[src/rtl/core/point_to_occupancy_grid_unit_defines.svh]
// assertion macros shared by the occupancy grid rtl
`ifndef POINT_TO_OCCUPANCY_GRID_UNIT_DEFINES_SVH
`define POINT_TO_OCCUPANCY_GRID_UNIT_DEFINES_SVH

// same-cycle implication check
`define P2OG_ASSERT_SAME(label, clk, rst, ante, cons) \
   label: assert property (@(posedge clk) disable iff (rst) (ante) |-> (cons)) \
      else $error("occupancy grid check failed");

// next-cycle implication check
`define P2OG_ASSERT_NEXT(label, clk, rst, ante, cons) \
   label: assert property (@(posedge clk) disable iff (rst) (ante) |=> (cons)) \
      else $error("occupancy grid check failed");

`endif

[src/rtl/core/p2og_pkg.sv]
// types, constants and register codes of the occupancy grid unit
`timescale 1ns / 1ps
package p2og_pkg;

   localparam int MAX_COLUMNS_DEF = 256;
   localparam int MAX_ROWS_DEF    = 256;
   localparam int COORD_BITS_DEF  = 16;

   localparam int EXTENT_W    = 15;
   localparam int CELL_SIZE_W = 13;
   localparam int HEIGHT_W    = 16;
   localparam int GRID_W      = 9;
   localparam int CSR_DATA_W  = 16;
   localparam int CSR_INDEX_W = 3;

   localparam int NUM_W       = 16;
   localparam int DIV_W       = CELL_SIZE_W;
   localparam int CELL_W      = 16;
   localparam int WORD_W      = 64;
   localparam int WORD_ADDR_W = 10;
   localparam int BITMAP_WORDS = 1 << WORD_ADDR_W;
   localparam int BIT_SEL_W   = 6;
   localparam int STATUS_W    = 3;

   localparam int QUEUE_DEPTH = 4;
   localparam int QUEUE_PTR_W = $clog2(QUEUE_DEPTH);
   localparam int QUEUE_CNT_W = $clog2(QUEUE_DEPTH + 1);

   localparam logic OP_ADD  = 1'b0;
   localparam logic OP_READ = 1'b1;

   localparam logic [CSR_INDEX_W-1:0] CSR_HALF_WIDTH   = 3'd0;
   localparam logic [CSR_INDEX_W-1:0] CSR_HALF_HEIGHT  = 3'd1;
   localparam logic [CSR_INDEX_W-1:0] CSR_CELL_SIZE    = 3'd2;
   localparam logic [CSR_INDEX_W-1:0] CSR_MIN_Z        = 3'd3;
   localparam logic [CSR_INDEX_W-1:0] CSR_MAX_Z        = 3'd4;
   localparam logic [CSR_INDEX_W-1:0] CSR_GRID_COLUMNS = 3'd5;
   localparam logic [CSR_INDEX_W-1:0] CSR_GRID_ROWS    = 3'd6;

   localparam logic [EXTENT_W-1:0]    HALF_WIDTH_RST   = 15'd5000;
   localparam logic [EXTENT_W-1:0]    HALF_HEIGHT_RST  = 15'd5000;
   localparam logic [CELL_SIZE_W-1:0] CELL_SIZE_RST    = 13'd50;
   localparam logic [HEIGHT_W-1:0]    MIN_Z_RST        = 16'hFF9C;
   localparam logic [HEIGHT_W-1:0]    MAX_Z_RST        = 16'd100;
   localparam logic [GRID_W-1:0]      GRID_COLUMNS_RST = 9'd200;
   localparam logic [GRID_W-1:0]      GRID_ROWS_RST    = 9'd200;

   typedef enum logic [STATUS_W-1:0] {
      ST_MARKED  = 3'd0,
      ST_INVALID = 3'd1,
      ST_HEIGHT  = 3'd2,
      ST_EXTENT  = 3'd3,
      ST_READ    = 3'd4
   } status_type;

   typedef struct packed {
      logic [EXTENT_W-1:0]    half_width;
      logic [EXTENT_W-1:0]    half_height;
      logic [CELL_SIZE_W-1:0] cell_size;
      logic [HEIGHT_W-1:0]    min_z;
      logic [HEIGHT_W-1:0]    max_z;
      logic [GRID_W-1:0]      grid_columns;
      logic [GRID_W-1:0]      grid_rows;
   } cfg_type;

   typedef struct packed {
      status_type             status;
      logic [CELL_W-1:0]      index;
      logic [WORD_ADDR_W-1:0] addr;
   } queue_entry_type;

endpackage

[src/rtl/core/p2og_fifo.sv]
// short queue of classified items between front and back
`timescale 1ns / 1ps
`include "point_to_occupancy_grid_unit_defines.svh"
module p2og_fifo (
   input  logic                       clock,
   input  logic                       reset,
   input  logic                       push,
   input  p2og_pkg::queue_entry_type  push_data,
   output logic                       full,
   input  logic                       pop,
   output p2og_pkg::queue_entry_type  pop_data,
   output logic                       not_empty
);
   import p2og_pkg::*;

   queue_entry_type        entry_ff [QUEUE_DEPTH];
   logic [QUEUE_PTR_W-1:0] wr_ptr_ff, wr_ptr_in;
   logic [QUEUE_PTR_W-1:0] rd_ptr_ff, rd_ptr_in;
   logic [QUEUE_CNT_W-1:0] count_ff, count_in;

   assign full      = (count_ff == QUEUE_CNT_W'(QUEUE_DEPTH));
   assign not_empty = (count_ff != '0);
   assign pop_data  = entry_ff[rd_ptr_ff];

   always_comb begin
      wr_ptr_in = push ? wr_ptr_ff + QUEUE_PTR_W'(1) : wr_ptr_ff;
      rd_ptr_in = pop ? rd_ptr_ff + QUEUE_PTR_W'(1) : rd_ptr_ff;
      count_in  = count_ff;
      if (push && !pop) begin
         count_in = count_ff + QUEUE_CNT_W'(1);
      end else if (pop && !push) begin
         count_in = count_ff - QUEUE_CNT_W'(1);
      end
   end

   always_ff @(posedge clock) begin
      if (reset) begin
         wr_ptr_ff <= '0;
         rd_ptr_ff <= '0;
         count_ff  <= '0;
      end else begin
         wr_ptr_ff <= wr_ptr_in;
         rd_ptr_ff <= rd_ptr_in;
         count_ff  <= count_in;
      end
   end

   always_ff @(posedge clock) begin
      if (push) begin
         entry_ff[wr_ptr_ff] <= push_data;
      end
   end

   `P2OG_ASSERT_SAME(a_no_overflow, clock, reset, push, !full)
   `P2OG_ASSERT_SAME(a_no_underflow, clock, reset, pop, not_empty)
   `P2OG_ASSERT_SAME(a_full_has_data, clock, reset, full, not_empty)

endmodule

[config.mk]
export PLATFORM = sky130hd
export DESIGN_NAME = p2og_fifo
export DESIGN_NICKNAME = d
export VERILOG_FILES = /design/src/rtl/core/p2og_pkg.sv /design/src/rtl/core/p2og_fifo.sv
export VERILOG_INCLUDE_DIRS = /design/src /design/src/rtl/core
export SDC_FILE = /design/constraint.sdc
export NUM_CORES = 1
export LEC_CHECK = 0
export BUFFER_PORTS_ARGS = -buffer_cell sky130_fd_sc_hd__buf_2
export CAP_MARGIN = 0
export CORE_ASPECT_RATIO = 1.25
export CORE_MARGIN = 4
export CORE_UTILIZATION = 59
export CTS_BUF_LIST = sky130_fd_sc_hd__clkbuf_4 sky130_fd_sc_hd__clkbuf_8
export CTS_CLUSTER_SIZE = 8
export DETAILED_ROUTE_END_ITERATION = 7
export PLACE_DENSITY = 0.81
export SLEW_MARGIN = 20
export SYNTH_ARGS = -nofsm -noshare
export SYNTH_HDL_FRONTEND = slang
export SYNTH_SLANG_ARGS = --single-unit
[constraint.sdc]
create_clock -name clock -period 3.1 [get_ports clock]
set_input_delay 0.155 -clock clock [delete_from_list [all_inputs] [get_ports clock]]
set_output_delay 0.155 -clock clock [all_outputs]
set_load 0.02 [all_outputs]
**After elaboration in Yosys (flattened, before gate mapping)**

Memories as Yosys holds them, arrays and structs flattened. A register that Yosys moved wholly into a read port is not among the register bits.
Cells that the tools add are included.

- Bits in registers: 7
- Bits in writable memories: 116
- Input port bits: 33
- Output and inout port bits: 31
- Word-level logic and storage cells: 21
- Memories: 1

- Add/sub/neg operators: 4
- Equality and inequality tests: 1
- Muxes and demuxes: 6
- Reduce and logical (&&, ||, !) cells: 6

Memories:

| memory | words | bits a word | read ports | clocked after Yosys merged registers in | wr ports | RTL line | text |
|---|---|---|---|---|---|---|---|
| entry_ff | 4 | 29 | 1 | 1 | 1 | p2og_fifo.sv:16 | `queue_entry_type entry_ff [QUEUE_DEPTH];` |

Operator list:

| operator | number |
|---|---|
| 2-to-1 mux 3 bit | 2 |
| adder 2 x 1 -> 2 bit (second input constant) | 2 |
| 2-to-1 mux 2 bit | 2 |
| adder 3 x 1 -> 3 bit (second input constant) | 1 |
| == test 3 bit (second input constant) | 1 |
| nonzero test 3 bit | 1 |
| subtractor 3 x 1 -> 3 bit (second input constant) | 1 |
| logical AND 1 bit | 2 |
| logical NOT 1 bit | 2 |
| 2-to-1 mux 1 bit | 2 |
| nonzero test 2 bit | 1 |

**Depth between registers and ports, before layout**

Gate-level depths: netlist of run 1.

- Depth after elaboration: 4
- Gate-level depth with buffers: 7
- Mapped depth without buffers: 7

**Worst setup path before layout of run 1**

Ideal clock, no wire load.

- Path type: reg-to-reg
- Start: register wr_ptr_ff[0]
- End: memory entry_ff[2][0] (netlist bit), enable pin
- Library setup time: 0.389 ns
- Arrival time: 1.265 ns
- Data required time: 2.711 ns
- Path slack: 1.447 ns
- Cell stages (with the launch flop): 4
- Buffers on the path: 0
- Clock period less this slack: 1.653 ns
- Cell sequence: dfxtp_1 > inv_1 > ha_1 > and2_1

RTL lines:

| item | RTL line | text |
|---|---|---|
| start: declaration | p2og_fifo.sv:17 | `logic [QUEUE_PTR_W-1:0] wr_ptr_ff, wr_ptr_in;` |
| start signal: assignment | p2og_fifo.sv:42 | `wr_ptr_ff <= wr_ptr_in;` |
| end: declaration | p2og_fifo.sv:16 |  |

Straight into the memory's write port.

==> out/qor.txt, run 1 <==
Total GRT Usage -> 18.98%
Clk slew on worst S/H paths -> 0.06 ns
Final Cell Area -> 0.005774 mm²
Max Clock Freq -> 500.7 MHz
Final non-filler cell total -> 412
Crit path max-delay family -> buffers and inverters
Mapped Avg Cell Area -> 23.71 µm²
Share of layout cells above drive strength 1 -> 40.31%
Worst path bufs/invs -> 2
Final hold vios -> 0
Synth Area in Compound Gates -> 0.2165%
WL final -> 7727 µm
Crit Path Max Fanout -> 24
Syn. warnings -> 0
Commonest cells after routing, fill and taps aside -> 116 x edfxtp_1, 63 x buf_2, 30 x dlygate4sd3_1
Vias/cell -> 5.364
RR Endpoint -> entry_ff[1][17]
Critical path's slowest cell -> dfxtp_1
Top routing layer in use -> met4
Critical Path Source Type -> flop
Reg-to-Reg Start -> wr_ptr_ff[1]
Final hold slack -> 0.07306 ns
Pins over their slew limit -> 0
Die W -> 87.18 µm
DP Worst Slack -> 1.281 ns
FF-to-FF setup slack -> 1.30 ns
Yosys cell types -> 22
RSZ-0062 raised after global routing -> no
Xor and xnor fraction of the mapped netlist area -> 0.9472%
Skew final -> 0.005107 ns
Clk Latency, worst-skew pair -> 0.40 ns
I/O pins -> 64
Synth Register Bits -> 125
Register area share after synthesis -> 79.24%
Hold_sp -> pop
CTS buffer count -> 17
Post-synthesis mux area share -> 14.64%
Final period util -> 64.42%
Clock buffer depth -> 2
DP Wirelength -> 4788 µm
Syn Nets -> 234
Initial antenna violation count -> 0
Minimum clock period -> 1.997 ns
Slew headroom -> 48.78%
Leading cell type in the layout, fill and taps excluded -> edfxtp_1
Final Setup Violations -> 0
GPL Wtd Cong -> 0.6983
CP Data Required Time -> 2.94 ns
Met3 wire length -> 420 µm
Synth Instances -> 195
Netlist Area Pre-Place -> 0.004623 mm²
CP Capture Point -> pop_data[18]
DR vias -> 2,210
Worst Max-Slew Pin Slew -> 0.7682 ns
Routed wl met2 -> 4229 µm
Core ar. -> 0.007488 mm²
Initial Utilization -> 61.74%
Final worst slack -> 1.103 ns
Max rail drop VDD -> 0.0005138 V
TritonCTS clock tree -> yes
DR WL/cell -> 18.75 µm
P_leak -> 2.046 nW
Antenna diode count -> 0
# clock sinks -> 125
GRT overflow -> 0
Max incr delay on CP -> 0.47 ns
Die Footprint -> 0.009325 mm²
CTS root buffer -> clkbuf_8
Starting DRT DRC Count -> 97
Area grow syn2layout -> 24.90%
Placed Area -> 0.005059 mm²
Die Y -> 107.0 µm
Largest family of logic cells by synthesized area -> multiplexers
Routed length on met1 -> 2984 µm
CP arrival -> 1.84 ns
DRC viols -> 0
First-pass GRT wire length -> 12,690 µm
Placed insts -> 351
Nets -> 347
Largest net degree at the start of global routing -> 30
WS Path Type -> reg2out
Critical path depth -> 3
Crit-path cells -> buf_4 > mux4_2 > buf_2
Post-layout util -> 77.11%
H-Tree Depth -> 4
First-pass DRT Iterations -> 4
Post-CTS setup buffers -> 0
Total design power -> 3.851 mW
Post-route setup TNS -> 0 ns
Buffers on Ports -> 63
Number of global-route vias before repair -> 2,505
Hold WC Path Type -> in2reg
Maxcap violations -> 0
PD cells -> 666.9 mW/mm²
FP Rows -> 35
Crit end category -> primary output
Post-synthesis simple-gate area fraction -> 1.624%
Status -> finished, final reports clean
ANT nets after route -> 0
Reg2Reg Depth -> 4
Post-Synth Adder-Cell Area -> 1.786%
==> sequential cells by signal, summed over array words and instances, names as in the netlist, named ones only <==
name	count
entry_ff	116
rd_ptr_ff	2
count_ff	3
wr_ptr_ff	2
==> kinds of logic after synthesis <==
logic type | count (synthesis)
adder cells (fa/ha/maj) | 6
multiplexers | 31
XOR/XNOR | 5
flip-flops | 125
AND/OR/NAND/NOR | 15
AO/OA/AOI/OAI | 2
buffers and inverters | 11
==> routing by layer <==
layer / up-vias / track usage [%]
met5: - / 0
met4: 0 / 6.579
met3: 8 / 6.764
met2: 64 / 32.52
met1: 1109 / 21.97
li1: 1029 / -
==> report_power, final <==
group          switching (mW)  internal, mW  leakage (nW)  total (mW)
Clock                   0.572         0.871         0.203        1.44
Combinational           0.244         0.200         0.704       0.444
Sequential             0.0303          1.93          1.14        1.96
Total                   0.846          3.00          2.05        3.85
==> layout make-up <==
cell class / instances / area [µm²]
sequential: 125 / 3665
multi-input combinational: 59 / 888.4
timing repair buffer: 101 / 675.6
fill: 378 / 1714
clock inverter: 13 / 173.9
tap: 92 / 115.1
clock buffer: 18 / 241.5
inverter: 4 / 15.01
==> worst min-delay path: cells and delay by family <==
| family | cells | cell delay, ns |
|---|---|---|
| buffers and inverters | 1 | 0.11 |
| XOR/XNOR | 1 | 0.09 |
| AND/OR/NAND/NOR | 1 | 0.08 |
==> synth_stat cells <==
| master | n | share of area, % |
|---|---|---|
| buf_6 | 1 | 0.24 |
| buf_12 | 1 | 0.43 |
| fa_1 | 1 | 0.43 |
| buf_4 | 1 | 0.16 |
| nor2_1 | 7 | 0.57 |
| ha_1 | 5 | 1.4 |
| buf_2 | 2 | 0.22 |
| or3_1 | 2 | 0.27 |
| mux2i_1 | 2 | 0.43 |
| dfxtp_1 | 9 | 3.9 |
| xor2_1 | 3 | 0.57 |
| edfxtp_1 | 116 | 75 |
| clkbuf_1 | 2 | 0.16 |
| nand2_1 | 1 | 0.081 |
| mux4_2 | 28 | 14 |
| inv_1 | 4 | 0.32 |
| a21oi_1 | 1 | 0.11 |
| mux4_1 | 1 | 0.57 |
| xnor2_1 | 2 | 0.38 |
| and2_1 | 4 | 0.54 |
| o21ai_0 | 1 | 0.11 |
| nor3b_1 | 1 | 0.16 |
==> how the worst min path moves through the flow <==
stage | slack, ns | cells after the start | endpoint
floorplan | 0.25 | 0 | entry_ff[0][0]
finish | 0.07 | 3 | flop
detailed placement | 0.38 | 1 | entry_ff[1][17]
CTS | 0.04 | 3 | flop
global route | 0.05 | 3 | rd_ptr_ff[0]
global placement | 0.37 | 1 | entry_ff[2][0]
==> repair_timing <==
| action | in CTS | in global routing |
|---|---|---|
| hold buffers | 30 | 0 |
| resized for setup | 0 | 0 |
| hold endpoints to repair | 120 | 0 |
Note: power is estimated with default switching activity, not from simulation.
==> inputs of run 2 (changes only) <==
clock period = 1.96 ns   (was 3.1 ns; I/O delays follow)
==> out/qor.txt, run 2 (synthesized netlist as in run 1, its figures left out) <==
Status -> finished, final reports clean
FF-to-FF setup slack -> 0.44 ns
Final non-filler cell total -> 417
GPL Wtd Cong -> 0.6990
DR vias -> 2,303
# fillers -> 371
Area grow syn2layout -> 26.71%
Top Registers -> entry_ff: 116 flops, count_ff: 3 flops
CP arrival -> 1.76 ns
Clk slew on worst S/H paths -> 0.07 ns
Die Y -> 107.0 µm
Hold WC Path Type -> in2reg
Slew headroom -> 71.64%
Largest register by flop count -> entry_ff
WS Path Type -> reg2out
P_leak -> 2.079 nW
CP Data Required Time -> 1.86 ns
WL final -> 8183 µm
Critical path's slowest cell -> mux4_2
Pins over their slew limit -> 0
Skew final -> 0.007142 ns
Total GRT Usage -> 19.61%
Minimum clock period -> 1.859 ns
Hold_sp -> push
Leading cell type in the layout, fill and taps excluded -> edfxtp_1
TritonCTS clock tree -> yes
Number of global-route vias before repair -> 2,493
Final period util -> 94.86%
PD cells -> 1061 mW/mm²
Share of layout cells above drive strength 1 -> 41.23%
Core ar. -> 0.007488 mm²
Crit end category -> primary output
Flip-flop count of the largest register after layout -> 116
Final hold slack -> 0.04853 ns
Maxcap violations -> 0
DRC viols -> 0
# clock sinks -> 125
Initial antenna violation count -> 0
Hold depth -> 3
Worst Max-Slew Pin Slew -> 0.4255 ns
Critical Path Source Type -> flop
Reg-to-Reg Start -> wr_ptr_ff[1]
FP Rows -> 35
Nets -> 351
DR WL/cell -> 19.62 µm
CTS root buffer -> clkbuf_8
First-pass GRT wire length -> 13,150 µm
Placed insts -> 353
Clock buffer depth -> 2
H-Tree Depth -> 4
Starting DRT DRC Count -> 209
First-pass DRT Iterations -> 4
Antenna diode count -> 0
Initial Utilization -> 61.74%
Crit-path cells -> buf_12 > mux4_2 > buf_2
Final Cell Area -> 0.005858 mm²
Largest net degree at the start of global routing -> 30
Post-CTS setup buffers -> 0
CTS buffer count -> 17
Post-route setup TNS -> 0 ns
I/O pins -> 64
Max rail drop VDD -> 0.0007033 V
Crit Path Max Fanout -> 18
Buffers on Ports -> 63
RSZ-0062 raised after global routing -> no
WHS Endpoint -> wr_ptr_ff[1]
Max Clock Freq -> 537.8 MHz
Die W -> 87.18 µm
Placed Area -> 0.005099 mm²
DP Wirelength -> 4997 µm
Max incr delay on CP -> 0.54 ns
Commonest cells after routing, fill and taps aside -> 116 x edfxtp_1, 63 x buf_2, 32 x dlygate4sd3_1
Reg2Reg Depth -> 4
Die Footprint -> 0.009325 mm²
Clk Latency, worst-skew pair -> 0.41 ns
Vias/cell -> 5.523
Final hold vios -> 0
Final Setup Violations -> 0
RR Endpoint -> entry_ff[1][27]
GRT overflow -> 0
ANT nets after route -> 0
## run 2: cell count changes in the layout (fill, tap and decap cells not counted)
cell           previous run  this run
buf_12                    0         2
clkinv_1                  2         0
clkinv_2                  3         2
clkinv_4                  1         4
clkinvlp_4                3         4
dfxtp_2                   1         0
dfxtp_4                   0         1
dlygate4sd3_1            30        32
## run 2: what timing repair did
item,CTS,global route
hold buffers,32,0
resized for setup,0,1
endpoints found under the setup margin,0,25
hold endpoints to repair,125,0
## run 2: critical path: cells and delay by family (launching register included)
family | cells | cell delay (ns)
multiplexers | 1 | 0.54
flip-flops | 1 | 0.42
buffers and inverters | 2 | 0.39
## run 2: layer usage
metal  GRT usage (%)  vias up  share of wire, %
li1                -     1035                 -
met1           25.28     1172                39
met2           31.60       82                54
met3           6.533       14               5.8
met4           6.469        0               1.6
met5               0        -                 0
## run 2: final cells by class
cell class | instances | area (µm²) | share of cell area [%]
timing repair buffer | 105 | 735.7 | 12.56
clock buffer | 18 | 241.5 | 4.122
tap | 92 | 115.1 | 1.965
multi-input combinational | 59 | 888.4 | 15.16
inverter | 4 | 15.01 | 0.2563
sequential | 125 | 3667 | 62.60
clock inverter | 14 | 195.2 | 3.332
## run 2: how the worst max path moves through the flow
| stage | cells after the start | to |
|---|---|---|
| after floorplan | 3 | entry_ff[2][0] |
| after global placement | 7 | count_ff[2] |
| after detailed placement | 7 | count_ff[2] |
| after CTS | 3 | pop_data[18] |
| after global routing | 3 | pop_data[4] |
| final | 3 | pop_data[4] |
## run 2: report_power, final
group          internal [mW]  switching, mW  total [mW]
combinational          0.332          0.395       0.727
sequential              3.06         0.0522        3.11
clock                   1.40          0.976        2.38
total                   4.79           1.42        6.21
## run 2: stage by stage
step | power, mW | setup WS, ns | util [%]
floorplan | 3.602 | 0.3069 | -
global placement | 3.826 | 0.4296 | 68.09
detailed placement | 3.847 | 0.3782 | 68.09
CTS | 6.263 | 0.001595 | 78.20
global route | 6.479 | 0.01311 | 78.23
finish | 6.213 | 0.1006 | 78.23
