==> src/rtl/core/point_to_occupancy_grid_unit_defines.svh <==
// assertion macros shared by the occupancy grid rtl
`ifndef POINT_TO_OCCUPANCY_GRID_UNIT_DEFINES_SVH
`define POINT_TO_OCCUPANCY_GRID_UNIT_DEFINES_SVH

// same-cycle implication check
`define P2OG_ASSERT_SAME(label, clk, rst, ante, cons) \
   label: assert property (@(posedge clk) disable iff (rst) (ante) |-> (cons)) \
      else $error("occupancy grid check failed");

// next-cycle implication check
`define P2OG_ASSERT_NEXT(label, clk, rst, ante, cons) \
   label: assert property (@(posedge clk) disable iff (rst) (ante) |=> (cons)) \
      else $error("occupancy grid check failed");

`endif

==> src/rtl/core/p2og_pkg.sv <==
// types, constants and register codes of the occupancy grid unit
`timescale 1ns / 1ps
package p2og_pkg;

   localparam int MAX_COLUMNS_DEF = 256;
   localparam int MAX_ROWS_DEF    = 256;
   localparam int COORD_BITS_DEF  = 16;

   localparam int EXTENT_W    = 15;
   localparam int CELL_SIZE_W = 13;
   localparam int HEIGHT_W    = 16;
   localparam int GRID_W      = 9;
   localparam int CSR_DATA_W  = 16;
   localparam int CSR_INDEX_W = 3;

   localparam int NUM_W       = 16;
   localparam int DIV_W       = CELL_SIZE_W;
   localparam int CELL_W      = 16;
   localparam int WORD_W      = 64;
   localparam int WORD_ADDR_W = 10;
   localparam int BITMAP_WORDS = 1 << WORD_ADDR_W;
   localparam int BIT_SEL_W   = 6;
   localparam int STATUS_W    = 3;

   localparam int QUEUE_DEPTH = 4;
   localparam int QUEUE_PTR_W = $clog2(QUEUE_DEPTH);
   localparam int QUEUE_CNT_W = $clog2(QUEUE_DEPTH + 1);

   localparam logic OP_ADD  = 1'b0;
   localparam logic OP_READ = 1'b1;

   localparam logic [CSR_INDEX_W-1:0] CSR_HALF_WIDTH   = 3'd0;
   localparam logic [CSR_INDEX_W-1:0] CSR_HALF_HEIGHT  = 3'd1;
   localparam logic [CSR_INDEX_W-1:0] CSR_CELL_SIZE    = 3'd2;
   localparam logic [CSR_INDEX_W-1:0] CSR_MIN_Z        = 3'd3;
   localparam logic [CSR_INDEX_W-1:0] CSR_MAX_Z        = 3'd4;
   localparam logic [CSR_INDEX_W-1:0] CSR_GRID_COLUMNS = 3'd5;
   localparam logic [CSR_INDEX_W-1:0] CSR_GRID_ROWS    = 3'd6;

   localparam logic [EXTENT_W-1:0]    HALF_WIDTH_RST   = 15'd5000;
   localparam logic [EXTENT_W-1:0]    HALF_HEIGHT_RST  = 15'd5000;
   localparam logic [CELL_SIZE_W-1:0] CELL_SIZE_RST    = 13'd50;
   localparam logic [HEIGHT_W-1:0]    MIN_Z_RST        = 16'hFF9C;
   localparam logic [HEIGHT_W-1:0]    MAX_Z_RST        = 16'd100;
   localparam logic [GRID_W-1:0]      GRID_COLUMNS_RST = 9'd200;
   localparam logic [GRID_W-1:0]      GRID_ROWS_RST    = 9'd200;

   typedef enum logic [STATUS_W-1:0] {
      ST_MARKED  = 3'd0,
      ST_INVALID = 3'd1,
      ST_HEIGHT  = 3'd2,
      ST_EXTENT  = 3'd3,
      ST_READ    = 3'd4
   } status_type;

   typedef struct packed {
      logic [EXTENT_W-1:0]    half_width;
      logic [EXTENT_W-1:0]    half_height;
      logic [CELL_SIZE_W-1:0] cell_size;
      logic [HEIGHT_W-1:0]    min_z;
      logic [HEIGHT_W-1:0]    max_z;
      logic [GRID_W-1:0]      grid_columns;
      logic [GRID_W-1:0]      grid_rows;
   } cfg_type;

   typedef struct packed {
      status_type             status;
      logic [CELL_W-1:0]      index;
      logic [WORD_ADDR_W-1:0] addr;
   } queue_entry_type;

endpackage

==> src/rtl/core/p2og_div.sv <==
// bit-serial restoring divider, column and row quotients side by side
`timescale 1ns / 1ps
module p2og_div (
   input  logic                          clock,
   input  logic                          reset,
   input  logic                          start,
   input  logic [p2og_pkg::NUM_W-1:0]    num_col,
   input  logic [p2og_pkg::NUM_W-1:0]    num_row,
   input  logic [p2og_pkg::DIV_W-1:0]    divisor,
   output logic                          done,
   output logic [p2og_pkg::NUM_W-1:0]    quot_col,
   output logic [p2og_pkg::NUM_W-1:0]    quot_row
);
   import p2og_pkg::*;

   localparam int STEP_W = $clog2(NUM_W);
   localparam logic [STEP_W-1:0] LAST_STEP = STEP_W'(NUM_W - 1);

   logic              busy_ff, busy_in;
   logic              done_ff, done_in;
   logic [STEP_W-1:0] step_ff, step_in;
   logic [DIV_W-1:0]  dv_ff, dv_in;
   logic [DIV_W-1:0]  rem_col_ff, rem_col_in, rem_row_ff, rem_row_in;
   logic [NUM_W-1:0]  quo_col_ff, quo_col_in, quo_row_ff, quo_row_in;
   logic [DIV_W:0]    res_col, res_row;

   // returns {new remainder, quotient bit}
   function automatic logic [DIV_W:0] div_step(input logic [DIV_W-1:0] rem,
                                               input logic lead,
                                               input logic [DIV_W-1:0] dv);
      logic [DIV_W:0] trial;
      logic [DIV_W:0] diff;
      trial = {rem, lead};
      diff  = trial - {1'b0, dv};
      if (trial >= {1'b0, dv}) begin
         div_step = {diff[DIV_W-1:0], 1'b1};
      end else begin
         div_step = {trial[DIV_W-1:0], 1'b0};
      end
   endfunction

   assign res_col = div_step(rem_col_ff, quo_col_ff[NUM_W-1], dv_ff);
   assign res_row = div_step(rem_row_ff, quo_row_ff[NUM_W-1], dv_ff);

   always_comb begin
      busy_in    = busy_ff;
      done_in    = 1'b0;
      step_in    = step_ff;
      dv_in      = dv_ff;
      rem_col_in = rem_col_ff;
      rem_row_in = rem_row_ff;
      quo_col_in = quo_col_ff;
      quo_row_in = quo_row_ff;
      if (start) begin
         busy_in    = 1'b1;
         step_in    = '0;
         dv_in      = divisor;
         rem_col_in = '0;
         rem_row_in = '0;
         quo_col_in = num_col;
         quo_row_in = num_row;
      end else if (busy_ff) begin
         rem_col_in = res_col[DIV_W:1];
         rem_row_in = res_row[DIV_W:1];
         // dividend bits shift out the top while quotient bits shift in
         quo_col_in = {quo_col_ff[NUM_W-2:0], res_col[0]};
         quo_row_in = {quo_row_ff[NUM_W-2:0], res_row[0]};
         step_in    = step_ff + STEP_W'(1);
         if (step_ff == LAST_STEP) begin
            busy_in = 1'b0;
            done_in = 1'b1;
         end
      end
   end

   always_ff @(posedge clock) begin
      if (reset) begin
         busy_ff <= 1'b0;
         done_ff <= 1'b0;
         step_ff <= '0;
      end else begin
         busy_ff <= busy_in;
         done_ff <= done_in;
         step_ff <= step_in;
      end
   end

   always_ff @(posedge clock) begin
      dv_ff      <= dv_in;
      rem_col_ff <= rem_col_in;
      rem_row_ff <= rem_row_in;
      quo_col_ff <= quo_col_in;
      quo_row_ff <= quo_row_in;
   end

   assign done     = done_ff;
   assign quot_col = quo_col_ff;
   assign quot_row = quo_row_ff;

endmodule

==> src/rtl/core/p2og_front.sv <==
// front end: accepts items, classifies points and projects them onto the grid
`timescale 1ns / 1ps
module p2og_front #(
   parameter int MAX_COLUMNS = p2og_pkg::MAX_COLUMNS_DEF,
   parameter int MAX_ROWS    = p2og_pkg::MAX_ROWS_DEF,
   parameter int COORD_BITS  = p2og_pkg::COORD_BITS_DEF
) (
   input  logic                                clock,
   input  logic                                reset,
   input  p2og_pkg::cfg_type                   cfg,
   input  logic                                clearing,
   input  logic                                req_valid,
   output logic                                req_ready,
   input  logic                                req_operation,
   input  logic signed [COORD_BITS-1:0]        req_point_x,
   input  logic signed [COORD_BITS-1:0]        req_point_y,
   input  logic signed [COORD_BITS-1:0]        req_point_z,
   input  logic                                req_point_valid,
   input  logic [p2og_pkg::WORD_ADDR_W-1:0]    req_word_address,
   output logic                                q_push,
   output p2og_pkg::queue_entry_type           q_entry,
   input  logic                                q_full
);
   import p2og_pkg::*;

   localparam int EXT_W     = ((COORD_BITS > HEIGHT_W) ? COORD_BITS : HEIGHT_W) + 2;
   localparam int COL_CNT_W = $clog2(MAX_COLUMNS + 1);
   localparam int COL_IDX_W = $clog2(MAX_COLUMNS);
   localparam int ROW_CNT_W = $clog2(MAX_ROWS + 1);
   localparam int ROW_IDX_W = $clog2(MAX_ROWS);
   localparam int CSAT_W    = (COL_CNT_W > GRID_W) ? COL_CNT_W : GRID_W;
   localparam int RSAT_W    = (ROW_CNT_W > GRID_W) ? ROW_CNT_W : GRID_W;
   localparam int PROD_W    = COL_CNT_W + ROW_IDX_W;
   localparam int SUM_W     = PROD_W + 1;
   localparam int IDX_EXT_W = (SUM_W > CELL_W) ? SUM_W : CELL_W;

   typedef enum logic [4:0] {
      FR_IDLE   = 5'b00001,
      FR_DIVIDE = 5'b00010,
      FR_CLAMP  = 5'b00100,
      FR_MULT   = 5'b01000,
      FR_PUSH   = 5'b10000
   } front_state_type;

   front_state_type        state_ff, state_in;
   logic [COL_IDX_W-1:0]   col_ff, col_in;
   logic [ROW_IDX_W-1:0]   row_ff, row_in;
   logic [PROD_W-1:0]      prod_ff, prod_in;

   logic signed [EXT_W-1:0] x_ext, y_ext, z_ext, abs_x, abs_y;
   logic signed [EXT_W-1:0] hw_ext, hh_ext, min_ext, max_ext;
   logic signed [EXT_W-1:0] num_col_full, num_row_full;
   logic                    height_bad, extent_bad, accept, div_start, div_done;
   logic [DIV_W-1:0]        cs;
   logic [NUM_W-1:0]        quot_col, quot_row;
   logic [CSAT_W-1:0]       gc_ext;
   logic [RSAT_W-1:0]       gr_ext;
   logic [COL_CNT_W-1:0]    cols;
   logic [ROW_CNT_W-1:0]    rows;
   logic [COL_IDX_W-1:0]    col_lim;
   logic [ROW_IDX_W-1:0]    row_lim;
   logic [IDX_EXT_W-1:0]    index_sum;
   logic [CELL_W-1:0]       cell_index;

   assign x_ext   = EXT_W'(req_point_x);
   assign y_ext   = EXT_W'(req_point_y);
   assign z_ext   = EXT_W'(req_point_z);
   assign abs_x   = x_ext[EXT_W-1] ? -x_ext : x_ext;
   assign abs_y   = y_ext[EXT_W-1] ? -y_ext : y_ext;
   assign hw_ext  = EXT_W'({1'b0, cfg.half_width});
   assign hh_ext  = EXT_W'({1'b0, cfg.half_height});
   assign min_ext = EXT_W'($signed(cfg.min_z));
   assign max_ext = EXT_W'($signed(cfg.max_z));

   // an inverted height window rejects every valid point here
   assign height_bad = (z_ext > max_ext) || (z_ext < min_ext);
   assign extent_bad = (abs_x >= hh_ext) || (abs_y >= hw_ext);

   // both numerators are positive and below 2^16 for in-extent points
   assign num_col_full = hw_ext - y_ext;
   assign num_row_full = hh_ext + x_ext;
   assign cs = (cfg.cell_size == '0) ? DIV_W'(1) : cfg.cell_size;

   assign gc_ext = CSAT_W'(cfg.grid_columns);
   assign gr_ext = RSAT_W'(cfg.grid_rows);
   assign cols = (gc_ext == '0) ? COL_CNT_W'(1) :
                 (gc_ext > CSAT_W'(MAX_COLUMNS)) ? COL_CNT_W'(MAX_COLUMNS) :
                 COL_CNT_W'(gc_ext);
   assign rows = (gr_ext == '0) ? ROW_CNT_W'(1) :
                 (gr_ext > RSAT_W'(MAX_ROWS)) ? ROW_CNT_W'(MAX_ROWS) :
                 ROW_CNT_W'(gr_ext);
   assign col_lim = COL_IDX_W'(cols - COL_CNT_W'(1));
   assign row_lim = ROW_IDX_W'(rows - ROW_CNT_W'(1));

   assign index_sum  = IDX_EXT_W'(prod_ff) + IDX_EXT_W'(col_ff);
   assign cell_index = index_sum[CELL_W-1:0];

   assign req_ready = (state_ff == FR_IDLE) && !q_full && !clearing;
   assign accept    = req_valid && req_ready;

   p2og_div u_div (
      .clock    (clock),
      .reset    (reset),
      .start    (div_start),
      .num_col  (num_col_full[NUM_W-1:0]),
      .num_row  (num_row_full[NUM_W-1:0]),
      .divisor  (cs),
      .done     (div_done),
      .quot_col (quot_col),
      .quot_row (quot_row)
   );

   always_comb begin
      state_in  = state_ff;
      col_in    = col_ff;
      row_in    = row_ff;
      prod_in   = prod_ff;
      div_start = 1'b0;
      q_push    = 1'b0;
      q_entry   = '{status: ST_INVALID, index: '0, addr: '0};
      unique case (state_ff)
         FR_IDLE: begin
            if (accept) begin
               priority if (req_operation == OP_READ) begin
                  q_push         = 1'b1;
                  q_entry.status = ST_READ;
                  q_entry.addr   = req_word_address;
               end else if (!req_point_valid) begin
                  q_push         = 1'b1;
                  q_entry.status = ST_INVALID;
               end else if (height_bad) begin
                  q_push         = 1'b1;
                  q_entry.status = ST_HEIGHT;
               end else if (extent_bad) begin
                  q_push         = 1'b1;
                  q_entry.status = ST_EXTENT;
               end else begin
                  div_start = 1'b1;
                  state_in  = FR_DIVIDE;
               end
            end
         end
         FR_DIVIDE: begin
            if (div_done) begin
               state_in = FR_CLAMP;
            end
         end
         FR_CLAMP: begin
            // cells past the grid saturate to the last column and row
            col_in   = (quot_col > NUM_W'(col_lim)) ? col_lim : COL_IDX_W'(quot_col);
            row_in   = (quot_row > NUM_W'(row_lim)) ? row_lim : ROW_IDX_W'(quot_row);
            state_in = FR_MULT;
         end
         FR_MULT: begin
            prod_in  = PROD_W'(cols) * PROD_W'(row_ff);
            state_in = FR_PUSH;
         end
         FR_PUSH: begin
            if (!q_full) begin
               q_push         = 1'b1;
               q_entry.status = ST_MARKED;
               q_entry.index  = cell_index;
               q_entry.addr   = cell_index[CELL_W-1:BIT_SEL_W];
               state_in       = FR_IDLE;
            end
         end
         default: begin
            state_in = FR_IDLE;
         end
      endcase
   end

   always_ff @(posedge clock) begin
      if (reset) begin
         state_ff <= FR_IDLE;
      end else begin
         state_ff <= state_in;
      end
   end

   always_ff @(posedge clock) begin
      col_ff  <= col_in;
      row_ff  <= row_in;
      prod_ff <= prod_in;
   end

endmodule

==> config.mk <==
export PLATFORM = sky130hd
export DESIGN_NAME = p2og_front
export DESIGN_NICKNAME = d
export VERILOG_FILES = /design/src/rtl/core/point_to_occupancy_grid_unit_defines.svh /design/src/rtl/core/p2og_pkg.sv /design/src/rtl/core/p2og_div.sv /design/src/rtl/core/p2og_front.sv
export SDC_FILE = /design/constraint.sdc
export NUM_CORES = 1
export LEC_CHECK = 0
export BUFFER_PORTS_ARGS = -buffer_cell sky130_fd_sc_hd__buf_2
export CORE_MARGIN = 8
export CORE_UTILIZATION = 28
export DETAILED_ROUTE_END_ITERATION = 8
export MAX_ROUTING_LAYER = met4
export SLEW_MARGIN = 5
export SYNTH_ARGS = -nofsm -noshare
export SYNTH_HDL_FRONTEND = slang
export SYNTH_HIERARCHICAL = 1
export SYNTH_SLANG_ARGS = --single-unit
export TNS_END_PERCENT = 50
==> constraint.sdc <==
create_clock -name clock -period 10.6 [get_ports clock]
set_clock_uncertainty 0.05 [all_clocks]
set_input_delay 2.12 -clock clock [delete_from_list [all_inputs] [get_ports clock]]
set_output_delay 2.12 -clock clock [all_outputs]
set_load 0.05 [all_outputs]
[Yosys cells after proc, flatten, opt, wreduce, memory -nomap -nowiden]
Index checks and enable logic that the tools add are counted.
Word-level totals
  input bits: 158
  output and inout bits: 31
  register bits: 114
  memories: 0
  memory bits (writable): 0
  ROM bits: 0
  word-level logic and storage cells: 111
  bits in latches: 0
Operators by class
  bitwise operators: 1
  div/mod/pow operators: 0
  eq/ne operators: 13
  muxes and demuxes: 50
  $mul: 1
  add/sub/neg operators: 10
  $lt $le $gt $ge: 10
  shift operators: 0
  reduce and logical (&&, ||, !) cells: 14
Operators by type and width (count)
  $mux W16: 5
  $ge A18 B16 Y1: 2
  $mux W18: 2
  $neg A16 Y18: 2
  $mux W5: 7
  $gt A16 B8 Y1: 2
  $mux W8: 4
  $ge A14 B13 Y1: 2
  $mux W14: 2
  $mux W27: 1
  $sub A13 B13 Y13: 2
  $pmux W5 S5: 1
  $mux W10: 2
  $pmux W10 S2: 1
  $gt A9 B9 Y1 const B: 2
  $logic_not A9 Y1: 2
  $mux W9: 2
  $add A16 B16 Y16: 1
  $add A16 B8 Y16: 1
  $gt A16 B16 Y1: 1
  $lt A16 B16 Y1: 1
  $mul A9 B8 Y16: 1
  $mux W1: 16
  $sub A16 B16 Y16: 1
  23 further kinds: 36

[Logic depth before layout (Yosys ltp)]
Gate-level depths: netlist (run 1).
  depth in word-level cells: 11
  gate-level depth with buffers: 22
  gate-level depth less buffers: 21

[By module]
The synthesis (run 1) kept the hierarchy.
Modules (own cells, without submodules)
  p2og_front: instances 1, cells each 1086, area an instance 8653.3 um^2, seq. area each 1061.0 um^2
  p2og_div: instances 1, cells each 444, area an instance 4714.5 um^2, seq. area each 1991.9 um^2

[Worst setup path after synthesis (run 1)]
No wires, ideal clock.
  path type: input port to output port
  start: input port req_point_x[5]
  end: output port q_push
  arrival: 5.793 ns
  cell stages on the path: 15
  path buffers: 0
  data required time: 8.430 ns
  slack: 2.637 ns
  cell sequence: or4_1 > or2_2 > nor3_1 > nand2_1 > o41ai_1 > xnor2_1 > ha_1 > nand3_1 > nor4_1 > o2bb2ai_1 > a2111oi_0 > o21ai_1 > a311o_2 > nor2_1 > o21ai_0
Between the ends
  word-level cells in the longest chain between the ends: 10
RTL lines
  start: declaration: line p2og_front.sv:15  | input logic signed [COORD_BITS-1:0] req_point_x,
  $neg A16 Y18: line p2og_front.sv:68  | assign abs_x = x_ext[EXT_W-1] ? -x_ext : x_ext;
  $mux W18 (*): line p2og_front.sv:68
  $ge A18 B16 Y1 (*): line p2og_front.sv:77  | assign extent_bad = (abs_x >= hh_ext) || (abs_y >= hw_ext);
  $logic_or A1 B1 Y1 (*): line p2og_front.sv:77
  $mux W1 (*): line p2og_front.sv:134  | end else if (extent_bad) begin
  $mux W1 (*): line p2og_front.sv:131  | end else if (height_bad) begin
  $mux W1 (*): line p2og_front.sv:128  | end else if (!req_point_valid) begin
  $mux W1 (*): line p2og_front.sv:124  | priority if (req_operation == OP_READ) begin
  $mux W1 (*): line p2og_front.sv:123  | if (accept) begin
  $pmux W1 S2 (*): line p2og_front.sv:121  | unique case (state_ff)
  end: declaration: line p2og_front.sv:20  | output logic q_push,
Mark *: on every way between the ends. The rest lies on a longest branch, timed or not.

[Worst setup path after layout (run 1)]
Ends and elaborated chain as after synthesis.

==> impl_results.md, run 1 <==
* Top Metal Used: met4
* CP max stage cell: or4_1
* Footprint of the multi-input gates at 9340 sq um
* Max Clk Rate at 0.119 GHz
* Clock Path Buffers at 2
* Gr ovfl total at 0
* Die footprint at between 50000 and 60000 sq um
* Layout cells sized above 1 at 0.176
* Most common cell after layout, fill and taps aside: inv_1
* Initial DRC Count at 585
* Worst-path cell chain: buf_2, or4_1, or2_2, nor3_1, nand2_1, o41ai_1, xnor2_1, ha_1, nor2_1, o221a_2, o41ai_2, a2111oi_1, buf_4, o21ai_1, a311o_2, nor2_1, o21ai_0, buf_2
* Clock Sinks at 114
* Post-Synthesis Cells at 1530
* Most frequent cells in the layout: inv_1 (194), buf_2 (188), ha_1 (181), nand2_1 (92), nor2_1 (92)
* Hold WC Path Type: register to register
* RSZ-0062 raised after global routing: false
* Synth cell types at 82
* Leak at 0.00698 uW
* Largest net degree at the start of global routing at 67
* Req. time, crit path at 8.43 ns
* Hold depth at 2
* I/O pin total at 189
* Synth Net Count at between 1500 and 2000
* NetSw at 610 uW
* R2R depth at 16
* Post CTS Setup Buffer Count at 0
* Initial Utilization at 0.282
* Max VDD drop at 0.0855 mV
* Synth async-reset ratio at 0
* Sequential fraction of the synthesis area at 0.228
* Global Route Usage Sum at 0.134
* Critical setup path kind: primary input to output port
* Status: finished clean
* Sequential share of power at 0.299
* Comb pwr share at 0.359
* DRT met1 WL at 17400 um
* CP max FO at 4
* Area contributors post-synth: edfxtp_1 (17%), ha_1 (17%), fa_1 (6.9%)
* Max capacitance violation total at 0
* # fillers at 4951
* Final cycle utilization of the critical path at 0.794
* Vias per std cell at about 4.9
* CTS Buf Count at 17
* Die height at between 200 and 250 um
* Via count at 11500
* Worst slew margin relative to its limit at 0.305
* Clk_lat worst skew at approximately 0.43 ns
* First-pass DRT Iterations at 5
* Setup TNS at 0 ns
* Startpoint types: primary input
* Met2 WL post-DR at 16300 um
* Synthesized flop and latch total at 114
* CP Depth at 18
* Area grow syn2layout at 15.9%
* Hold Vio Cnt, Final at 0
* Worst path bufs/invs at 3
* Clk slew on worst S/H paths at 0.06 ns
* HPWL after DPL at 29900 um
* Sw frac at 0.345
* Ys flop type: edfxtp_1
* # rows at 80
* Synthesized area per cell at around 8.7 sq um
* Gpl congestion at ~0.86
* Root Driver: clkbuf_16
* EDFF count, synth at 77
* Pwr Total at 1770 uW
* Met3 Wirelength at roughly 2100 um
* Post-synth top area cell: edfxtp_1
* Antenna violations before repair at 4
* Setup violations, final at 0
* Non-Filler Instances at 2325
* Min cycle time layout at between 8 and 9 ns
* CP Capture Type: output port
* Routed WL at approximately 36000 um
* Fin nets at approximately 2100
* DRC Markers at 0
* First-pass GRT wire length at between 50000 and 60000 um
* Vias in the first global route at approximately 12000
* # port buffers at 188
* Post-cts resize count at 0
* Worst path top cell family by delay: compound AO/OA/AOI/OAI gates
* Syn Std Cell Area at 13400 sq um
* Slew @ Worst Pin at 1.04 ns
* Register area at 3050 sq um
* Slew Limit Fails at 0
* CORE AREA at 47400 sq um
* Share of the synthesized area in the top cell type at 0.173
* Placed Cells at around 2300
* Part of the power in the clock network at 0.342
* Power Density at 114 nW/um^2
* WP data arrival at 6.25 ns
* CTS tree: yes
* Ys Warns at 6
* DRT antenna net count at 0
* H-tree lvl count at 4
* Die W at 235 um
* Hold buffer count at cts at 0
* Power Internal at 1160 uW
* Max stage delay on crit path at 0.56 ns
* Wire per inst at ~16 um
-- layer usage --
metal  vias to the layer above  global-route usage
met1                      5343               0.172
met3                        38              0.0241
met4                         0              0.0393
met2                       306               0.214
li1                       5764                   -
met5                         -                   -
-- flip-flops by register name, indices dropped and copies added (netlist names) --
name / cells
u_div/rem_row_ff: 13
u_div/quot_row: 16
row_ff: 8
u_div/dv_ff: 13
prod_ff: 16
col_ff: 8
u_div/done: 1
u_div/busy_ff: 1
u_div/rem_col_ff: 13
u_div/quot_col: 16
state_ff: 5
u_div/step_ff: 4
-- power groups by stage --
| stage | Sequential (uW) | Clock [uW] | Combinational (uW) |
|---|---|---|---|
| CTS | 528 | 620 | 634 |
| global placement | 537 | 0 | 615 |
| floorplan | 529 | 0 | 475 |
| detailed placement | 537 | 0 | 629 |
| finish | 529 | 605 | 635 |
| global route | 532 | 642 | 716 |
-- final cells by class --
cell class,count,area share
Tap cell,615,0.0497
Antenna cell,4,0.000646
Clock inverter,15,0.0117
Timing Repair Buffer,193,0.0632
Inverter,195,0.0472
Clock buffer,17,0.0275
Multi-Input combinational cell,1172,0.603
Sequential cell,114,0.197
-- Yosys cell counts (14+ instances only) --
cell / instances
o21ai_0: 63
nor2_1: 92
xnor2_1: 73
fa_1: 46
ha_1: 181
nand3_1: 51
mux2i_1: 21
nor3_1: 33
edfxtp_1: 77
nor2b_1: 26
clkbuf_1: 36
o21a_1: 17
a21oi_1: 73
dfxtp_1: 37
a311oi_1: 20
o31ai_1: 14
mux2_2: 34
inv_1: 195
nand2_1: 92
nand2b_1: 21
a21o_1: 31
xor2_1: 26
and2_1: 55
-- through the flow --
step           utilization  hold slack (ns)  setup WS (ns)  instance area (sq um)
3_3_place_gp         0.314            0.426           2.24                  14900
4_1_cts              0.326            0.455           2.10                  15500
2_1_floorplan            -            0.407           2.64                  13400
6_report             0.327            0.453           2.18                  15500
5_1_grt              0.327            0.480           1.93                  15500
3_5_place_dp         0.314            0.441           2.13                  14900
-- logic make-up after synthesis --
logic type / Yosys count / share of synthesized area
flip-flops: 114 / 0.228
buffers and inverters: 244 / 0.0742
multiplexers: 55 / 0.0444
XOR/XNOR: 99 / 0.0649
AO/OA/AOI/OAI: 324 / 0.168
AND/OR/NAND/NOR: 467 / 0.182
adder cells (fa/ha/maj): 227 / 0.238
-- worst paths after layout --
check,from,endpoint,slack [ns]
worst min register to register,u_div/step_ff[3],u_div/done,0.45
worst min-delay path,u_div/step_ff[3],u_div/done,0.45
worst max-delay path,req_point_x[5],q_push,2.18
worst max register to register,row_ff[4],prod_ff[15],5.88
-- worst reg2reg max path, cell delays in order, from the launching register on --
cell,delay (ns)
edfxtp_1,0.55
and2_1,0.23
fa_1,0.53
inv_1,0.05
fa_1,0.47
inv_1,0.06
fa_1,0.54
inv_1,0.06
fa_1,0.53
inv_1,0.04
ha_1,0.34
o21ai_0,0.10
nand2b_1,0.10
a31o_2,0.27
a41oi_1,0.25
a21oi_1,0.12
xnor2_1,0.17
Power figures use the tool's default switching activity.
==> run 2, diff against run 1 <==
==> constraint.sdc (replaced) <==
create_clock -name clock -period 8.6 [get_ports clock]
set_clock_uncertainty 0.05 [all_clocks]
set_input_delay 1.72 -clock clock [delete_from_list [all_inputs] [get_ports clock]]
set_output_delay 1.72 -clock clock [all_outputs]
set_load 0.05 [all_outputs]
==> run 2 against run 1 <==
Setup slack got worse by 1.1 ns. Cell area barely moved. Sequential power rose by 23%. Flip-flop and latch count did not move. Critical path type unchanged. Clock-buffer cell count rose by 2. Combinational power rose by 22%. Total power rose by 22%. Via count rose by 0.11%. Critical path depth did not move. Worst hold slack got worse by 0.0044 ns. Final cell count did not move.
==> impl_results.md, run 2 (synthesis gave the netlist of run 1 again) <==
* DP Area at 14900 sq um (+0.13%)
* Sw frac at 0.337 (-0.00742)
* Vias per std cell at 4.93 (+0.11%)
* NetSw at 726 uW (+19%)
* Setup violations, final at 0 (unchanged)
* Antenna violations before repair at 3 (-1)
* Die height at 235 um (unchanged)
* Die footprint at 55000 sq um (unchanged)
* Post CTS Setup Buffer Count at 0 (unchanged)
* Final cycle utilization of the critical path at 0.878
* Global Route Usage Sum at 0.134 (+0.000297)
* # port buffers at 188 (unchanged)
* Slew @ Worst Pin at 0.980 ns (-0.0602 ns)
* Clock Path Buffers at 2 (unchanged)
* Area grow syn2layout at 15.9% (about the same)
* I/O pin total at 189 (unchanged)
* Non-Filler Instances at 2325 (unchanged)
* Startpoint types: primary input
* Post-cts resize count at 0 (unchanged)
* Final Worst Setup Slack at 1.04 ns (-1.14 ns)
* Max stage delay on crit path at 0.56 ns (about the same)
* Initial DRC Count at 633 (+8.2%)
* Setup TNS at 0 ns (unchanged)
* Comb pwr share at 0.361 (+0.002)
* DP Worst Slack at 1.03 ns (-1.10 ns)
* Gpl congestion at 0.874 (+1.7%)
* Power Density at 139 nW/um^2 (+22%)
* # fillers at 4964 (+0.26%)
* Initial Utilization at 0.282 (unchanged)
* Placed Cells at 2290 (+0.044%)
* Clk_lat worst skew at 0.42 ns (about the same)
* Wire per inst at 15.5 um (-1.3%)
* RSZ-0062 raised after global routing: false
* Fin nets at 2079 (+0.048%)
* Routed WL at 36000 um (-1.3%)
* Part of the power in the clock network at 0.336 (-0.006)
* Worst-path cell chain: buf_2, or4_1, or2_2, nor3_1, nand2_1, o41ai_1, xnor2_1, ha_1, nor2_1, o221a_2, o41ai_2, a2111oi_1, buf_4, o21ai_1, a311o_2, nor2_1, o21ai_0, buf_2
* CP max FO at 4 (unchanged)
* Final core utilization at 0.327 (about the same)
* Worst slew margin relative to its limit at 0.345 (+0.0402)
* HPWL after DPL at 29700 um (-0.53%)
* Clk slew on worst S/H paths at 0.05 ns (about the same)
* DRT antenna net count at 0 (unchanged)
* Critical setup path kind: primary input to output port
* Most common cell after layout, fill and taps aside: inv_1
* CP max stage cell: or4_1
* CTS Buf Count at 17 (unchanged)
* Req. time, crit path at 6.83 ns (-1.60 ns)
* Hold WC Path Type: register to register
* Largest net degree at the start of global routing at 83 (+24%)
* Vias in the first global route at 11600 (+1.1%)
* WP data arrival at 5.79 ns (-0.46 ns)
* Sequential share of power at 0.303 (+0.004)
* Power Internal at 1430 uW (+23%)
* H-tree lvl count at 4 (unchanged)
* Root Driver: clkbuf_16
* DRC Markers at 0 (unchanged)
* Leak at 0.00698 uW (about the same)
* Via count at 11500 (+0.11%)
* Max capacitance violation total at 0 (unchanged)
* CORE AREA at 47400 sq um (unchanged)
* Min cycle time layout at 7.56 ns
* Clock Sinks at 114 (unchanged)
* Post-route cell area at 15500 sq um (about the same)
* Most frequent cells in the layout: inv_1 (194), buf_2 (188), ha_1 (181), nand2_1 (92), nor2_1 (92)
* Max Clk Rate at about 0.13 GHz
* Hold Vio Cnt, Final at 0 (unchanged)
* Layout cells sized above 1 at 0.175 (-0.00128)
* Max VDD drop at 0.0854 mV (-0.18%)
* Status: finished clean
* CTS tree: yes
* First-pass DRT Iterations at 5 (unchanged)
* Slew Limit Fails at 0 (unchanged)
* Die W at 235 um (unchanged)
* First-pass GRT wire length at 58600 um (+0.99%)
* # rows at 80 (unchanged)
* Gr ovfl total at 0 (unchanged)
* Hold buffer count at cts at 0 (unchanged)
* CP Capture Type: output port
-- run 2: path summary, 6_finish.rpt --
| check | end | startpoint | slack (ns) | cells after the start |
|---|---|---|---|---|
| hold / removal | u_div/done | u_div/step_ff[2] | 0.45 | 2 |
| hold reg to reg | u_div/done | u_div/step_ff[2] | 0.45 | 2 |
| setup / recovery | q_push | req_point_x[5] | 1.04 | 18 |
| setup reg to reg | prod_ff[15] | row_ff[4] | 3.89 | 16 |
-- run 2: worst max-delay path: cells and delay by family --
| kind | cells | cell delay, ns |
|---|---|---|
| compound gates | 7 | 1.66 |
| simple gates | 6 | 1.36 |
| buf+inv | 3 | 0.62 |
| fa+ha+maj | 1 | 0.31 |
| xor+xnor | 1 | 0.11 |
-- run 2: layout make-up --
class	instances	area [sq um]	share of cell area
clock inverter	13	161	0.0104
clock buffer	19	433	0.0279
sequential	114	3050	0.197
timing repair buffer	194	998	0.0644
multi-input combinational	1172	9340	0.603
tap	615	769	0.0496
inverter	195	732	0.0472
antenna	3	7.51	0.000484
-- run 2: routing by layer --
metal  track usage  share of wire
met5             -              0
met3        0.0229          0.058
met1         0.173           0.47
met4        0.0324          0.014
met2         0.218           0.46
-- run 2: power by group through the flow --
stage | logic, uW | clock network (uW) | registers, uW
2_1_floorplan | 586 | 0 | 652
3_3_place_gp | 756 | 0 | 662
3_5_place_dp | 773 | 0 | 662
4_1_cts | 779 | 743 | 651
5_1_grt | 881 | 765 | 657
6_report | 776 | 723 | 652
-- run 2: stage by stage --
stage	hold slack [ns]	total power, uW
finish	0.449	2150
global route	0.476	2300
CTS	0.453	2170
detailed placement	0.435	1430
global placement	0.424	1420
floorplan	0.407	1240
==> run 3, diff against run 2 <==
--- a/config.mk
+++ b/config.mk
@@ -7,9 +7,10 @@
 export LEC_CHECK = 0
 export BUFFER_PORTS_ARGS = -buffer_cell sky130_fd_sc_hd__buf_2
 export CORE_MARGIN = 8
-export CORE_UTILIZATION = 28
+export CORE_UTILIZATION = 60
 export DETAILED_ROUTE_END_ITERATION = 8
 export MAX_ROUTING_LAYER = met4
+export PLACE_DENSITY = 0.83
 export SLEW_MARGIN = 5
 export SYNTH_ARGS = -nofsm -noshare
 export SYNTH_HDL_FRONTEND = slang
==> run 3 against run 2 <==
Clock power decreased by 9.5%. Cell area decreased by 3.2%. Non-clock buffer count decreased by 2. Clock-buffer cell count increased by 6. Worst hold slack got worse by 0.0012 ns. Combinational power increased by 0.6%. Setup slack improved by 0.048 ns. Critical path type unchanged.
==> impl_results.md, run 3 (synthesis gave the netlist of run 1 again) <==
* Sequential share of power at 0.313 (+0.010)
* Clk slew on worst S/H paths at 0.05 ns (about the same)
* Die height at 165 um (-30%)
* Placed Cells at 1953 (-15%)
* Die W at 165 um (-30%)
* CP Capture Type: output port
* Hold buffer count at cts at 0 (unchanged)
* Global Route Usage Sum at 0.244 (+0.110)
* Comb pwr share at 0.374 (+0.013)
* Power Internal at 1390 uW (-2.7%)
* H-tree lvl count at 4 (unchanged)
* Clock Path Buffers at 2 (unchanged)
* Max VDD drop at 0.156 mV (+82%)
* Vias per std cell at 5.85 (+19%)
* Critical setup path kind: primary input to output port
* Max Clk Rate at 0.133 GHz (+0.64%)
* Clk_lat worst skew at 0.42 ns (about the same)
* CORE AREA at 21800 sq um (-54%)
* WHS at 0.448 ns (-0.00118 ns)
* Routed WL at 32400 um (-10%)
* Initial Utilization at 0.613 (+0.331)
* DRT antenna net count at 0 (unchanged)
* Post-cts resize count at 0 (unchanged)
* HPWL after DPL at 25900 um (-13%)
* RSZ-0062 raised after global routing: false
* Largest net degree at the start of global routing at 63 (-24%)
* Slew @ Worst Pin at 1.13 ns (+0.147 ns)
* Root Driver: clkbuf_16
* Hold WC Path Type: register to register
* Status: finished clean
* Non-Filler Instances at 1985 (-15%)
* Setup violations, final at 0 (unchanged)
* Post CTS Setup Buffer Count at 0 (unchanged)
* CTS tree: yes
* NetSw at 703 uW (-3.1%)
* Leak at 0.00695 uW (-0.37%)
* Part of the power in the clock network at 0.313 (-0.023)
* Post-route cell area at 15000 sq um (-3.2%)
* CP max FO at 4 (unchanged)
* Layout cells sized above 1 at 0.171 (-0.00390)
* Setup TNS at 0 ns (unchanged)
* Wire per inst at 16.3 um (+5.4%)
* Final cycle utilization of the critical path at 0.873 (-0.00561)
* CTS Buf Count at 17 (unchanged)
* Most frequent cells in the layout: inv_1 (194), buf_2 (188), ha_1 (181), nand2_1 (92), nor2_1 (92)
* Most common cell after layout, fill and taps aside: inv_1
* Slew Limit Fails at 0 (unchanged)
* DP Worst Slack at 1.09 ns (+0.0655 ns)
* Antenna violations before repair at 0 (-3)
* # rows at 54 (-33%)
* Die footprint at 27300 sq um (-50%)
* Startpoint types: primary input
* # port buffers at 188 (unchanged)
* RR Startpoint: row_ff[4]
* Reg2Reg Setup Slack at 3.96 ns (+0.07 ns)
* First-pass DRT Iterations at 5 (unchanged)
* Area grow syn2layout at 12.2%
* DP Area at 14400 sq um (-3.0%)
* First-pass GRT wire length at 53500 um (-8.6%)
* R2r endpoint: prod_ff[15]
* Clock Sinks at 114 (unchanged)
* I/O pin total at 189 (unchanged)
* Gr ovfl total at 0 (unchanged)
* Final Worst Setup Slack at 1.09 ns (+0.0482 ns)
* Fin nets at 2077 (-0.096%)
* Power Density at 139 nW/um^2 (+0.41%)
* Gpl congestion at 0.941 (+7.7%)
* Via count at 11600 (+1.4%)
* Req. time, crit path at 6.83 ns (about the same)
* Vias in the first global route at 11400 (-1.9%)
* Worst slew margin relative to its limit at 0.249 (-0.0965)
* Initial DRC Count at 921 (+45%)
* WP data arrival at 5.74 ns (-0.05 ns)
* CP startpoint: req_point_x[5]
* Final antenna diode count at 0 (-3)
* DRC Markers at 0 (unchanged)
* Min cycle time layout at 7.51 ns (-0.0482 ns)
* Sw frac at 0.337 (-0.000906)
* R2R depth at 16 (unchanged)
* Hold Vio Cnt, Final at 0 (unchanged)
* Max capacitance violation total at 0 (unchanged)
* Capture point of the worst path: q_push
* # fillers at 1714 (-65%)
## run 3: worst min-delay path by stage
stage | end | cells past startpoint | start
after floorplan | u_div/done | 2 | u_div/step_ff[3]
after detailed placement | u_div/done | 2 | u_div/step_ff[3]
after CTS | u_div/done | 2 | u_div/step_ff[3]
final | u_div/done | 2 | u_div/step_ff[3]
after global placement | u_div/done | 2 | u_div/step_ff[3]
after global routing | u_div/rem_row_ff[3] | 2 | u_div/rem_row_ff[3]
## run 3: metal layers
| layer | vias to the layer above | part of all wire | routed length, um | global-route usage |
|---|---|---|---|---|
| met3 | 34 | 0.077 | 2490 | 0.0449 |
| met1 | 5401 | 0.45 | 14600 | 0.314 |
| met4 | 0 | 0.010 | 325 | 0.0508 |
| met2 | 429 | 0.46 | 15000 | 0.396 |
| li1 | 5758 | - | - | - |
| met5 | - | 0 | 0 | - |
## run 3: stage by stage
| stage | power, uW | util |
|---|---|---|
| floorplan | 1240 | - |
| CTS | 2080 | 0.687 |
| finish | 2090 | 0.687 |
| detailed placement | 1430 | 0.662 |
| global placement | 1400 | 0.662 |
| global route | 2220 | 0.687 |
## run 3: worst max-delay path: stages
cell and delay, ns:
buf_2 0.13, or4_1 0.55, or4_1 0.59, o31ai_1 0.27, xnor2_1 0.15, ha_1 0.26, a21oi_1 0.14, o21ai_0 0.10
a22o_1 0.24, a2111oi_0 0.45, o21ai_1 0.31, a311o_2 0.41, nor2_1 0.10, o21ai_0 0.07, buf_2 0.23
## run 3: power groups by stage
stage / Clock, uW / Combinational, uW / Sequential, uW
final: 654 / 781 / 654
after global placement: 0 / 735 / 662
after global routing: 687 / 871 / 657
after CTS: 657 / 773 / 653
after floorplan: 0 / 586 / 652
after detailed placement: 0 / 763 / 663
## run 3: layout make-up
type                            instances  area [sq um]  area share
Clock buffer                           25           485      0.0324
Timing Repair Buffer                  192           983      0.0656
Multi-Input combinational cell       1172          9330       0.622
Clock inverter                          7          61.3     0.00409
Inverter                              195           732      0.0488
Sequential cell                       114          3050       0.204
Tap cell                              280           350      0.0234
